===== src/design/ilist_pkg.sv =====
package ilist_pkg;

  localparam int CAPACITY_DEF  = 64;
  localparam int WORD_BITS_DEF = 32;

  typedef enum logic [2:0] {
    CMD_PUSH   = 3'd0,
    CMD_GET    = 3'd1,
    CMD_INSERT = 3'd2,
    CMD_POP    = 3'd3,
    CMD_REMOVE = 3'd4
  } cmd_t;

  typedef enum logic [1:0] {
    STAT_OK   = 2'd0,
    STAT_BAD  = 2'd1,
    STAT_FULL = 2'd2
  } status_t;

  typedef enum logic [1:0] {
    S_IDLE,
    S_EXEC,
    S_DONE
  } state_t;

  typedef struct packed {
    logic load;
    logic shift_up;
    logic shift_down;
  } cell_op_t;

endpackage


===== src/design/ilist_cell.sv =====
module ilist_cell #(
  parameter int WORD_BITS = 32,
  parameter int IDX_W     = 6,
  parameter int IDX       = 0
) (
  input  logic                    clk,
  input  logic                    en,
  input  ilist_pkg::cell_op_t     op,
  input  logic [IDX_W-1:0]        idx,
  input  logic [WORD_BITS-1:0]    wr_word,
  input  logic [WORD_BITS-1:0]    prev_word,
  input  logic [WORD_BITS-1:0]    next_word,
  output logic [WORD_BITS-1:0]    q,
  output logic [WORD_BITS-1:0]    tap
);
  import ilist_pkg::*;

  logic [WORD_BITS-1:0] data_r, data_nxt;
  logic [WORD_BITS-1:0] tap_r, tap_nxt;
  logic                 is_match;
  logic                 is_above;

  assign is_match = (idx == IDX_W'(IDX));
  assign is_above = (idx < IDX_W'(IDX));

  always_comb begin
    data_nxt = data_r;
    if (op.load && is_match) begin
      data_nxt = wr_word;
    end else if (op.shift_up && is_above) begin
      data_nxt = prev_word;
    end else if (op.shift_down && (is_above || is_match)) begin
      data_nxt = next_word;
    end
    tap_nxt = is_match ? data_r : '0;
  end

  always_ff @(posedge clk) begin
    if (en) begin
      data_r <= data_nxt;
      tap_r  <= tap_nxt;
    end
  end

  assign q   = data_r;
  assign tap = tap_r;

endmodule


===== config.mk =====
export PLATFORM = sky130hd
export DESIGN_NAME = ilist_cell
export DESIGN_NICKNAME = d
export VERILOG_FILES = /design/src/design/ilist_pkg.sv /design/src/design/ilist_cell.sv
export SDC_FILE = /design/constraint.sdc
export NUM_CORES = 1
export LEC_CHECK = 0
export BUFFER_PORTS_ARGS = -buffer_cell sky130_fd_sc_hd__buf_4
export CAP_MARGIN = 30
export CELL_PAD_IN_SITES_DETAIL_PLACEMENT = 0
export CELL_PAD_IN_SITES_GLOBAL_PLACEMENT = 2
export CORE_UTILIZATION = 27
export DETAILED_ROUTE_END_ITERATION = 8
export PLACE_DENSITY = 0.84
export SETUP_SLACK_MARGIN = 0.4
export SLEW_MARGIN = 30
export SYNTH_ARGS = -nofsm -noshare
export SYNTH_HDL_FRONTEND = slang
export SYNTH_SLANG_ARGS = --single-unit

===== constraint.sdc =====
create_clock -name clk -period 2.6 [get_ports clk]
set_input_delay 0.52 -clock clk [delete_from_list [all_inputs] [get_ports clk]]
set_output_delay 0.52 -clock clk [all_outputs]
set_load 0.01 [all_outputs]

==> summary.md, run 1 <==
| Metric | Value |
|---|---|
| Simple-Gate Fraction of Synth Area | `approximately 9%` |
| Slew margin rel. | `between 70% and 80%` |
| Post-synth top area cell | `edfxtp_1` |
| Worst r2r src | `q[11]` |
| RSZ-0062 raised after global routing | `false` |
| Total leakage power | `between 1.5 and 2 nW` |
| Final wirelength | `6.26 mm` |
| Worst VDD drop | `0.197 mV` |
| CTS Hold Buffers Added | `0` |
| EDFF count, synth | `64` |
| Critical path type | `in2reg` |
| Std cell rows | `36` |
| CORE AREA | `9730 sq um` |
| Largest family of logic cells by synthesized area | `multiplexers` |
| Mux cell area share after synthesis | `17.5%` |
| Worst-skew pair later-pin latency | `0.34 ns` |
| Post-synth ARST share | `0%` |
| Maximum clock path buffer count | `2` |
| Total track usage | `12.4%` |
| Die height | `102 um` |
| Routed Antenna Nets | `0` |
| First-pass GRT wire length | `9.31 mm` |
| Final worst-path cycle share | `63.7%` |
| Top routing layer in use | `met4` |
| Hold path startpoint | `next_word[19]` |
| Dpl cells | `409` |
| Slew Limit Fails | `0` |
| Placer congestion estimate | `between 0.7 and 0.8` |
| Crit path DAT | `1.74 ns` |
| Port buffer count | `137` |
| Average wire per standard cell | `14.7 um` |
| Final setup fails | `0` |
| Clock sink total | `64` |
| Num CTS Buffers | `9` |
| Layout Cells excl Fill | `approximately 430` |
| Yosys top cell area share | `71.0%` |
| Crit end category | `register` |
| Starting Density | `between 20 and 30%` |
| Seq cells post-synth | `64` |
| Commonest cells in the synthesized netlist | `64 x edfxtp_1, 32 x and3_1, 30 x mux2_4, 6 x clkbuf_1, 3 x buf_6` |
| Fin nets | `394` |
| Routed met2 length | `3.29 mm` |
| Cells after Synth | `141` |
| Via count | `1,765` |
| Area of the mapped netlist | `approximately 2700 sq um` |
| IO Pins | `171` |
| Vias in the first global route | `1,842` |
| Cell with the most instances after synthesis | `edfxtp_1` |
| Fraction of layout cells with a size suffix above 1 | `around 67%` |
| Root buffer cell | `clkbuf_8` |
| CTS tree | `yes` |
| CP startpoint kind | `primary input` |
| Vias per cell | `about 4.2` |
| # Post-CTS Setup Buffers | `0` |
| Maximum clock frequency | `604 MHz` |
| Pwr Density | `536 nW/um^2` |
| Max-cap violations | `0` |
| # diodes | `0` |
| Xor/xnor share of the synthesized area | `0%` |
| Die area | `10,400 sq um` |
| Synth Area in Adders | `0%` |
| Synth warn | `0` |
| Post-synthesis compound-gate area fraction | `0.416%` |
| Worst Skew | `around 0.0050 ns` |
| Largest net degree at the start of global routing | `34` |
| Worst path required time | `approximately 2.7 ns` |
| Area delta synth->final | `51.4%` |
| DRT iter0 DRCs | `27` |
| Overflow after GRT | `0` |
| Seq/Total Area, Yosys | `71.0%` |
| Crit. Startpoint | `idx[5]` |
| Worst Tran Pin Value | `0.435 ns` |
| Mapped Nets | `around 250` |
| Class of the worst hold path | `in2reg` |
| DRT met1 WL | `2.23 mm` |
| Pre-antenna DRT Iters | `4` |
| Outcome | `complete, no violations` |
| Synth area leaders | `edfxtp_1 71%, mux2_4 17%, and3_1 7.4%` |
| CTS H-tree depth | `3` |
| Synth cell types | `10` |
| TNS Setup | `0 ns` |
| Final Hold Fails | `0` |
| DRC violations left | `0` |
| Tmin final | `1.66 ns` |
| Cts repair resizes | `0` |
| Mean Syn Cell Area | `around 19 sq um` |
| Synth Flop Type | `edfxtp_1` |
| Met3 wire length | `471 um` |
| Worst-path clk slew | `0.07 ns` |
| Max FO, Critical Path | `17` |
| Initial antenna violation count | `0` |
| Die X | `between 100 and 150 um` |
## worst paths after layout
kind	to	slack, ns	cells after the start
min reg2reg	tap[21]	0.58	1
max	q[12]	0.94	5
min	q[19]	0.47	2
max reg2reg	tap[11]	1.78	1
## critical path, stage by stage
cell and delay (ns):
buf_4 0.12, nor4_4 0.41, nand3_4 0.11, buf_4 0.25, mux2_4 0.32
## layout by cell type, fill, tap and decap left out, drive strengths merged
cell type	count
nor2	1
clkinvlp	2
and3	32
edfxtp	64
bufinv	1
buf	144
nor4	1
mux2	32
nand3	1
clkbuf	9
clkinv	3
inv	1
o2111a	1
## metal layers
layer	vias up	GRT usage, %
li1	848	-
met1	823	12.3
met2	76	21.5
met3	18	4.17
met4	0	9.45
met5	-	0
## cells by family after synthesis
group,Yosys count
multiplexers,32
AO/OA/AOI/OAI,1
flip-flops,64
buffers and inverters,9
AND/OR/NAND/NOR,35
## where the power goes
group	switching [mW]	internal, mW	leakage [nW]
combinational	0.0647	0.128	1.20
sequential	0.00472	1.15	0.631
clock	0.405	0.442	0.0933
total	0.474	1.72	1.93
## sequential cells by signal, indices dropped and copies added (netlist names)
register	cells
q	32
tap	32
## metrics by stage
step	worst slack [ns]	total power [mW]	utilization (%)	hold WS [ns]	area, sq um
2_1_floorplan	0.462	1.24	-	0.623	2710
3_3_place_gp	0.605	1.37	40.1	0.559	3900
3_5_place_dp	0.578	1.37	40.1	0.565	3900
4_1_cts	0.956	2.23	42.1	0.452	4100
5_1_grt	0.901	2.29	42.1	0.447	4100
6_report	0.945	2.19	42.1	0.474	4100
## final cells by class
class / instances / area [sq um]
sequential: 64 / 1920
clock buffer: 9 / 124
multi-input combinational: 68 / 731
tap: 133 / 166
fill: 937 / 5630
timing repair buffer: 144 / 1080
clock inverter: 7 / 71.3
Note: power is estimated with default switching activity, not from simulation.
==> inputs of run 2 (changes only) <==
==> constraint.sdc (replaced) <==
create_clock -name clk -period 1.6 [get_ports clk]
set_input_delay 0.32 -clock clk [delete_from_list [all_inputs] [get_ports clk]]
set_output_delay 0.32 -clock clk [all_outputs]
set_load 0.01 [all_outputs]
==> run 2 against run 1 <==
Flip-flop and latch count stayed put. Via count is 5.6% higher. Critical endpoint is now q[20]. Largest cell class unchanged. Clock skew is 0.00061 ns higher. Cell count is 5.2% higher. Non-clock buffer count is 22 higher.
==> summary.md, run 2 (synthesis results as in run 1) <==
| Metric | Value |
|---|---|
| Top routing layer in use | `met4` |
| Met3 wire length | `334 um` |
| Seq. cell area | `1920 sq um` |
| Initial antenna violation count | `0` |
| Vias in the first global route | `1,859` |
| Worst Tran Pin Value | `approximately 0.25 ns` |
| Most frequent cells in the layout | `95 x buf_4, 64 x buf_6, 64 x edfxtp_1` |
| Worst Skew | `0.00565 ns` |
| CTS H-tree depth | `3` |
| Total track usage | `12.1%` |
| First-pass GRT wire length | `~9 mm` |
| Via count | `approximately 1,900` |
| DRT iter0 DRCs | `43` |
| Critical path type | `in2reg` |
| Die area | `roughly 10,000 sq um` |
| CTS tree | `yes` |
| Pre-antenna DRT Iters | `4` |
| Max FO, Critical Path | `17` |
| Worst-path clk slew | `approximately 0.070 ns` |
| Largest net degree at the start of global routing | `20` |
| Slew margin rel. | `83.4%` |
| CTS Hold Buffers Added | `0` |
| Crit end category | `register` |
| Tmin final | `about 1.3 ns` |
| Hold Slack | `around 0.26 ns` |
| Num CTS Buffers | `9` |
| Final Hold Fails | `0` |
| RSZ-0062 raised after global routing | `true` |
| Clock sink total | `64` |
| Pwr Density | `~780 nW/um^2` |
| Worst path required time | `about 1.7 ns` |
| Max-cap violations | `0` |
| IO Pins | `171` |
| Final worst-path cycle share | `83.0%` |
| Total power | `3.57 mW` |
| Die height | `between 100 and 150 um` |
| Final setup fails | `0` |
| Final Util | `approximately 47%` |
| TNS Setup | `0 ns` |
| Average wire per standard cell | `14.2 um` |
| Routed met2 length | `3.49 mm` |
| Root buffer cell | `clkbuf_8` |
| Crit-path cells | `buf_6 > nor4_4 > buf_4 > nand3_4 > buf_12 > mux2_4` |
| Area delta synth->final | `70.0%` |
| DRT met1 WL | `2.36 mm` |
| Worst VDD drop | `0.297 mV` |
| Final Cell Area | `4600 sq um` |
| Placer congestion estimate | `roughly 0.67` |
| CP max stage delay | `0.30 ns` |
| CORE AREA | `9730 sq um` |
| Commonest non-fill, non-tap cell in the layout | `buf_4` |
| Crit path max-delay family | `buffers and inverters` |
| Port buffer count | `around 140` |
| Crit path DAT | `1.43 ns` |
| Fin nets | `416` |
| Outcome | `complete, no violations` |
| Starting Density | `27.8%` |
| Routed Antenna Nets | `0` |
| Vias per cell | `4.17` |
| Slowest-stage cell, CP | `mux2_4` |
| Worst-skew pair later-pin latency | `0.35 ns` |
| Area post-placement | `~4000 sq um` |
| Overflow after GRT | `0` |
| Class of the worst hold path | `in2reg` |
| Multi-input logic area | `between 700 and 800 sq um` |
| Worst path bufs/invs | `3` |
| CP startpoint kind | `primary input` |
| Slew Limit Fails | `0` |
| # diodes | `0` |
| Fillers | `867` |
| Fraction of layout cells with a size suffix above 1 | `68.5%` |
| DRC violations left | `0` |
| Maximum clock path buffer count | `2` |
| Std cell rows | `36` |
| Maximum clock frequency | `753 MHz` |
| Total leakage power | `around 2.1 nW` |
| Die X | `between 100 and 150 um` |
| Final wirelength | `6.36 mm` |
-- run 2: metal layers --
| layer | vias up | track usage (%) |
|---|---|---|
| li1 | 892 | - |
| met1 | 884 | 12.2 |
| met2 | 72 | 21.8 |
| met3 | 15 | 3.28 |
| met4 | 0 | 8.13 |
| met5 | - | 0 |
-- run 2: path summary, 6_finish.rpt --
kind | end | slack [ns] | cells after the start | from
max | q[20] | 0.27 | 6 | idx[5]
min | q[15] | 0.26 | 2 | wr_word[15]
max reg2reg | tap[21] | 0.55 | 3 | q[21]
min reg2reg | tap[7] | 0.59 | 1 | q[7]
-- run 2: worst reg2reg max path, delay by kind of cell (launching register included) --
family | cells | cell delay, ns
buf+inv | 2 | 0.27
flops | 1 | 0.41
simple gates | 1 | 0.13
-- run 2: cell type report --
cell class | instances | share of cell area, %
repair buffers | 166 | 34.7
flip-flops and latches | 64 | 41.8
clock buffers | 10 | 2.77
clock inverters | 6 | 1.28
multi-input cells | 68 | 15.9
well taps | 133 | 3.62
-- run 2: where the power goes --
part / internal [mW] / switching [mW] / leakage (nW)
logic: 0.234 / 0.106 / 1.42
clock network: 0.711 / 0.636 / 0.0917
registers: 1.87 / 0.0127 / 0.631
total: 2.82 / 0.755 / 2.14
-- run 2: repair_timing --
item | 4_1_cts | 5_1_grt
endpoints found under the hold margin | 0 | 0
buffers inserted | 10 | 5
gates cloned | 2 | 1
setup endpoints to repair | 118 | 128
gates resized for setup | 45 | 21
pin swaps | 1 | 0
-- run 2: metrics by stage --
stage	worst slack [ns]	instances
floorplan	-0.302	141
global placement	-0.123	413
detailed placement	-0.135	413
CTS	0.270	441
global route	0.238	447
finish	0.272	447
==> inputs of run 3 (changes only) <==
--- a/config.mk
+++ b/config.mk
@@ -9,9 +9,9 @@
 export CAP_MARGIN = 30
 export CELL_PAD_IN_SITES_DETAIL_PLACEMENT = 0
 export CELL_PAD_IN_SITES_GLOBAL_PLACEMENT = 2
-export CORE_UTILIZATION = 27
+export CORE_UTILIZATION = 24
 export DETAILED_ROUTE_END_ITERATION = 8
-export PLACE_DENSITY = 0.84
+export PLACE_DENSITY = 0.79
 export SETUP_SLACK_MARGIN = 0.4
 export SLEW_MARGIN = 30
 export SYNTH_ARGS = -nofsm -noshare
==> constraint.sdc (replaced) <==
create_clock -name clk -period 1.1 [get_ports clk]
set_input_delay 0.22 -clock clk [delete_from_list [all_inputs] [get_ports clk]]
set_output_delay 0.22 -clock clk [all_outputs]
set_load 0.01 [all_outputs]
==> run 3 against run 2 <==
The run now ends with negative setup slack left. First-iteration DRC count rose by 120%. Clock power rose by 50%. Combinational power rose by 56%. Sequential share of layout area fell by 2.1 points. Critical path type unchanged.
==> summary.md, run 3 (synthesis results as in run 1) <==
| Metric | Value |
|---|---|
| CP startpoint kind | `primary input` |
| Fraction of layout cells with a size suffix above 1 | `72.6%` |
| DRC violations left | `0` |
| Max FO, Critical Path | `22` |
| Dpl cells | `421` |
| Root buffer cell | `clkbuf_8` |
| Placer congestion estimate | `0.746` |
| Crit path max-delay family | `buffers and inverters` |
| Maximum clock path buffer count | `2` |
| Dpl ws | `-0.579 ns` |
| Pre-antenna DRT Iters | `4` |
| Worst-skew pair later-pin latency | `between 0.3 and 0.4 ns` |
| Hold Slack | `0.179 ns` |
| Max-cap violations | `0` |
| Worst-path clk slew | `0.08 ns` |
| Slew margin rel. | `83.7%` |
| DP HPWL | `5.06 mm` |
| Pwr Density | `1100 nW/um^2` |
| Total leakage power | `2.21 nW` |
| Average wire per standard cell | `15.3 um` |
| Tmin final | `about 1.3 ns` |
| Critical path type | `in2reg` |
| Layout Cells excl Fill | `461` |
| Overflow after GRT | `0` |
| Total track usage | `12.2%` |
| Worst VDD drop | `between 0.5 and 0.6 mV` |
| Clock sink total | `64` |
| Std cell rows | `38` |
| Die area | `11,700 sq um` |
| DRT iter0 DRCs | `94` |
| Commonest non-fill, non-tap cell in the layout | `buf_4` |
| Crit end category | `register` |
| Final Util | `about 44%` |
| Vias in the first global route | `2,014` |
| TNS Setup | `-10.31 ns` |
| Final worst-path cycle share | `119%` |
| Final worst slack | `-0.204 ns` |
| CORE AREA | `10,900 sq um` |
| Routed Antenna Nets | `0` |
| IO Pins | `171` |
| # diodes | `0` |
| Outcome | `finished with violations` |
| Grt met3 use | `approximately 4.3%` |
| Failing checks | `negative setup slack` |
| Met1 usage | `roughly an eighth` |
| Worst Tran Pin Value | `0.244 ns` |
| RSZ-0062 raised after global routing | `true` |
| Maximum clock frequency | `767 MHz` |
| Class of the worst hold path | `in2reg` |
| Starting Density | `24.8%` |
| GR met2 Demand/Resource | `22.2%` |
| Worst Skew | `between 0.008 and 0.009 ns` |
| Crit-path cells | `buf_6 > nor4_4 > buf_4 > nand3_4 > buf_12 > mux2_4` |
| Fillers | `992` |
| Slowest-stage cell, CP | `mux2_4` |
| Worst path bufs/invs | `3` |
| Worst path required time | `about 1.2 ns` |
| CP max stage delay | `0.32 ns` |
| Die height | `~110 um` |
| Fin nets | `423` |
| Initial antenna violation count | `0` |
| First-pass GRT wire length | `10.4 mm` |
| Area delta synth->final | `78.9%` |
| Port buffer count | `137` |
| Final Hold Fails | `0` |
| Via count | `~1,900` |
| Num CTS Buffers | `9` |
| Slew Limit Fails | `0` |
| Vias per cell | `4.11` |
| CTS tree | `yes` |
| Largest net degree at the start of global routing | `23` |
| Most frequent cells in the layout | `83 x buf_4, 78 x buf_6, 64 x edfxtp_1` |
| Crit path DAT | `1.39 ns` |
| Die X | `108 um` |
| Top Usage Layer GRT | `met2` |
| Final setup fails | `88` |
| CTS H-tree depth | `3` |
| Final wirelength | `7.07 mm` |
## run 3: changes by cell type in the layout (fill, tap and decap cells not counted), sizes merged
cell    change
buf         +6
inv         +2
clkinv      -1
## run 3: worst paths after layout
path              depth (start not counted)  slack, ns      end         start
setup / recovery                          6      -0.20    q[15]        idx[0]
hold reg to reg                           1       0.60  tap[14]         q[14]
setup reg to reg                          3       0.03  tap[18]         q[18]
hold / removal                            2       0.18     q[4]  next_word[4]
## run 3: metal layers
| layer | part of all wire (%) | wire length [um] | vias to the layer above |
|---|---|---|---|
| met3 | 6.6 | 466 | 6 |
| met5 | 0 | 0 | - |
| met4 | 1.2 | 85 | 0 |
| met2 | 57 | 4050 | 70 |
| li1 | - | - | 910 |
| met1 | 35 | 2460 | 908 |
## run 3: what timing repair did
action / 4_1_cts / 5_1_grt
resized for setup: 78 / 15
cloned: 4 / 3
buffers inserted: 12 / 5
pin swaps: 2 / 2
hold buffers: 0 / 0
setup endpoints to repair: 160 / 160
## run 3: through the flow
step	total power [mW]	instance area, sq um
floorplan	2.93	2710
global placement	3.25	4000
detailed placement	3.26	4000
CTS	5.36	4680
global route	5.54	4840
finish	5.30	4840
## run 3: cell type report
type                       instances  area, sq um  share of cell area (%)
multi-input combinational         68          771                    15.9
tap                              140          175                    3.62
clock buffer                       9          124                    2.56
timing repair buffer             173         1770                    36.6
clock inverter                     7         77.6                    1.60
sequential                        64         1920                    39.7
## run 3: where the power goes
group / total (mW) / internal (mW) / switching (mW)
combinational: 0.530 / 0.365 / 0.165
sequential: 2.74 / 2.72 / 0.0198
clock: 2.03 / 1.07 / 0.965
total: 5.30 / 4.15 / 1.15
